$ cat config.mk
export PLATFORM = sky130hd
export DESIGN_NAME = rfct_ram
export DESIGN_NICKNAME = d
export VERILOG_FILES = /design/src/sv/rfct_ram.sv
export SDC_FILE = /design/constraint.sdc
export NUM_CORES = 1
export LEC_CHECK = 0
export BUFFER_PORTS_ARGS = -buffer_cell sky130_fd_sc_hd__buf_2
export CAP_MARGIN = 25
export CORE_MARGIN = 2
export CORE_UTILIZATION = 35
export DETAILED_ROUTE_END_ITERATION = 12
export HOLD_SLACK_MARGIN = 0.12
export PLACE_DENSITY_LB_ADDON = 0.1
export SLEW_MARGIN = 40
export SYNTH_ARGS = -nofsm -noshare
export SYNTH_HDL_FRONTEND = slang
export SYNTH_SLANG_ARGS = --single-unit
$ cat constraint.sdc
create_clock -name aclk -period 4.67 [get_ports aclk]
set_input_delay 0.934 -clock aclk [delete_from_list [all_inputs] [get_ports aclk]]
set_output_delay 0.934 -clock aclk [all_outputs]
set_load 0.005 [all_outputs]
$ cat src/sv/rfct_ram.sv
// ============================================================================
// rfct_ram
// Generic single-port RAM with registered read data.
// ============================================================================
`default_nettype none

module rfct_ram #(
    parameter int WIDTH = 8,
    parameter int DEPTH = 16
) (
    input  wire logic                     aclk,
    input  wire logic                     we,
    input  wire logic [$clog2(DEPTH)-1:0] addr,
    input  wire logic [WIDTH-1:0]         wdata,
    output logic      [WIDTH-1:0]         rdata
);

    logic [WIDTH-1:0] mem [DEPTH];

    always_ff @(posedge aclk) begin
        if (we) begin
            mem[addr] <= wdata;
        end
        rdata <= mem[addr];
    end

endmodule

`default_nettype wire

==> impl_metrics.toml <==
[synthesis]
synth_fp_nets = 244
postSynthAreaPerCell_um2 = 22.03
synth_area_mm2 = 0.005067
syn_inst = 230
synth_seq_cells = 136
synth_cell_types = 18
yosys_warnings = 0
ys_seq_area_frac = 0.7901

[routing]
viasPerCell = 5.042
drtPass1Iterations = 4
wire_per_inst_um = 23.00
via_count = 2304
postRouteWirelength_um = 10510
drt-initial-drc-count = 277
ant_nets = 0
drc_errors = 0

[critical_path]
arrival_ps = 2430
crit_cells = 4
cpMostUsedCell = "buf_4"
critPathMaxStageDelay_ps = 680
crit_family = "simple AND/OR/NAND/NOR gates"
crit_fanout = 23
cp-start-kind = "primary input"
cp_slowest_cell = "nor2_1"
path_cells = "buf_4 -> buf_4 -> nand2b_1 -> nor2_1"
worst-path-buf-inv = 2
endpoint_kind = "flop"
cp_data_required_time_ps = 4700
reg2regPathDepth = 3
crit_type = "in2reg"

[clock_tree]
post_cts_buffers = 0
cts-root-buf = "clkbuf_16"
cts_buffer_depth = 2
cts_resized = 0
clk_latency_ps = 400
clk_pin_slew_ps = 50
htreeDepth = 4
cts_tree = "built"
cts_buffers = 17
cts_sinks = 136
hold_buffers = 0

[die]
io_pins = 22
coreArea_mm2 = 0.01399
die_y_um = 124.3
die_area_mm2 = 0.01546
rows = 43
initial_core_util = 0.3623
fp.dieW_um = 124.3

[sta]
finalHoldViolations = 0
max_slew_margin = 0.4641
rsz0062_at_grt = "no"
finalCriticalPeriod_ps = 2405
finalSetupViolCount = 0
tightest_slew_ps = 800.9
fin_crit_sh = 0.5151
final_max_slew_viol_count = 0
clock.fmax_mhz = 415.7
tns_ps = 0
finalClockSkew_ps = 5.682

[outcome]
status = "complete, no violations"

[flow_run]
maxCapViolCount = 0

[place]
gp_congestion = 0.7504
port_buffers = 21
hpwl_um = 6524

[finish]
drive_above_1_share = 0.3394
n_antenna_cell = 0
layout.nets = 278
fillers = 1225
synthToLayoutAreaGrowth_pct = 17.78

[power_and_ir_drop]
power_density_mw_per_mm2 = 462.4
vdd_drop_max_uv = 237.7
p_total_mw = 2.760
p_leak_nw = 1.914

[global_routing]
grt_pass1_vias = 2375
grt_max_degree = 24
grt_overflow = 0
grt_pass1_wl_um = 15800
grt_use_total = 0.1458
antenna_found_initial = 0

[hold_path]
hold_class = "reg2reg"
whs_path_depth = 3
## tightest hold or removal path: stages (launching register included)
cell,delay [ps]
edfxtp_1,310
mux4_2,230
a22oi_1,60
nand2_1,60
## final cells by class
type | instances | area (um2) | area share
repair buffers | 26 | 145.1 | 0.02432
multi-input cells | 83 | 1030 | 0.1725
flip-flops and latches | 136 | 4004 | 0.6709
clock inverters | 13 | 131.4 | 0.02201
clock buffers | 19 | 432.9 | 0.07254
well taps | 180 | 225.2 | 0.03774
## metal layers
metal,part of all wire,track usage,vias to the layer above
li1,-,-,1029
met1,0.45,0.2030,1200
met2,0.49,0.2163,68
met3,0.046,0.04167,7
met4,0.015,0.06015,0
met5,0,0,-
## per-stage QoR
step,worst slack [ps],area [um2],util,instances,hold slack [ps]
finish,2265,5968,0.4267,457,696.9
global route,2115,5968,0.4267,457,741.4
CTS,1973,5949,0.4253,457,707.6
detailed placement,1539,5385,0.3850,425,692.4
global placement,1541,5375,0.3843,425,685.4
floorplan,2243,5067,-,230,634.9
## where the power goes
| part | internal (mW) | leakage (nW) | switching [mW] |
|---|---|---|---|
| sequential | 1.37 | 1.22 | 0.00838 |
| combinational | 0.0502 | 0.423 | 0.0775 |
| clock | 0.780 | 0.268 | 0.479 |
| total | 2.20 | 1.91 | 0.564 |
## cells in the mapped netlist (all sizes together)
library cell	count	area (um2)
edfxtp	128	3844
mux4	32	720.7
a22oi	16	120.1
nor2	13	48.80
nand2	9	33.78
buf	8	47.54
dfxtp	8	160.2
nor3	4	20.02
clkbuf	3	12.51
nand2b	2	12.51
nand3b	2	15.01
nor2b	2	12.51
and2	1	6.260
nand3	1	5.000
or3b	1	8.760
## logic make-up (layout without fill, tap and decap cells)
family / after synthesis / count (layout) / synth area share
flops: 136 / 136 / 0.7901
buf+inv: 11 / 58 / 0.01185
simple gates: 35 / 35 / 0.03210
mux: 32 / 32 / 0.1422
compound gates: 16 / 16 / 0.02370
## registers in the layout (all words and copies together) (netlist names)
| register | count |
|---|---|
| rdata | 8 |
| mem | 128 |
## final timing paths
check	startpoint	to	slack (ps)
worst max-delay path	addr[0]	mem[2][5]	2260
worst min-delay path	mem[4][6]	rdata[6]	700
worst max register to register	mem[10][2]	rdata[2]	3170
worst min register to register	mem[4][6]	rdata[6]	700
## layout by cell type (no fill, tap or decap), drive strengths merged, types with 3 or more instances in the layout
cell        n
edfxtp    128
mux4       32
buf        26
clkbuf     19
a22oi      16
nor2       13
nand2       9
dfxtp       8
clkinv      8
nor3        4
clkinvlp    3
(Power assumes the default switching activity.)
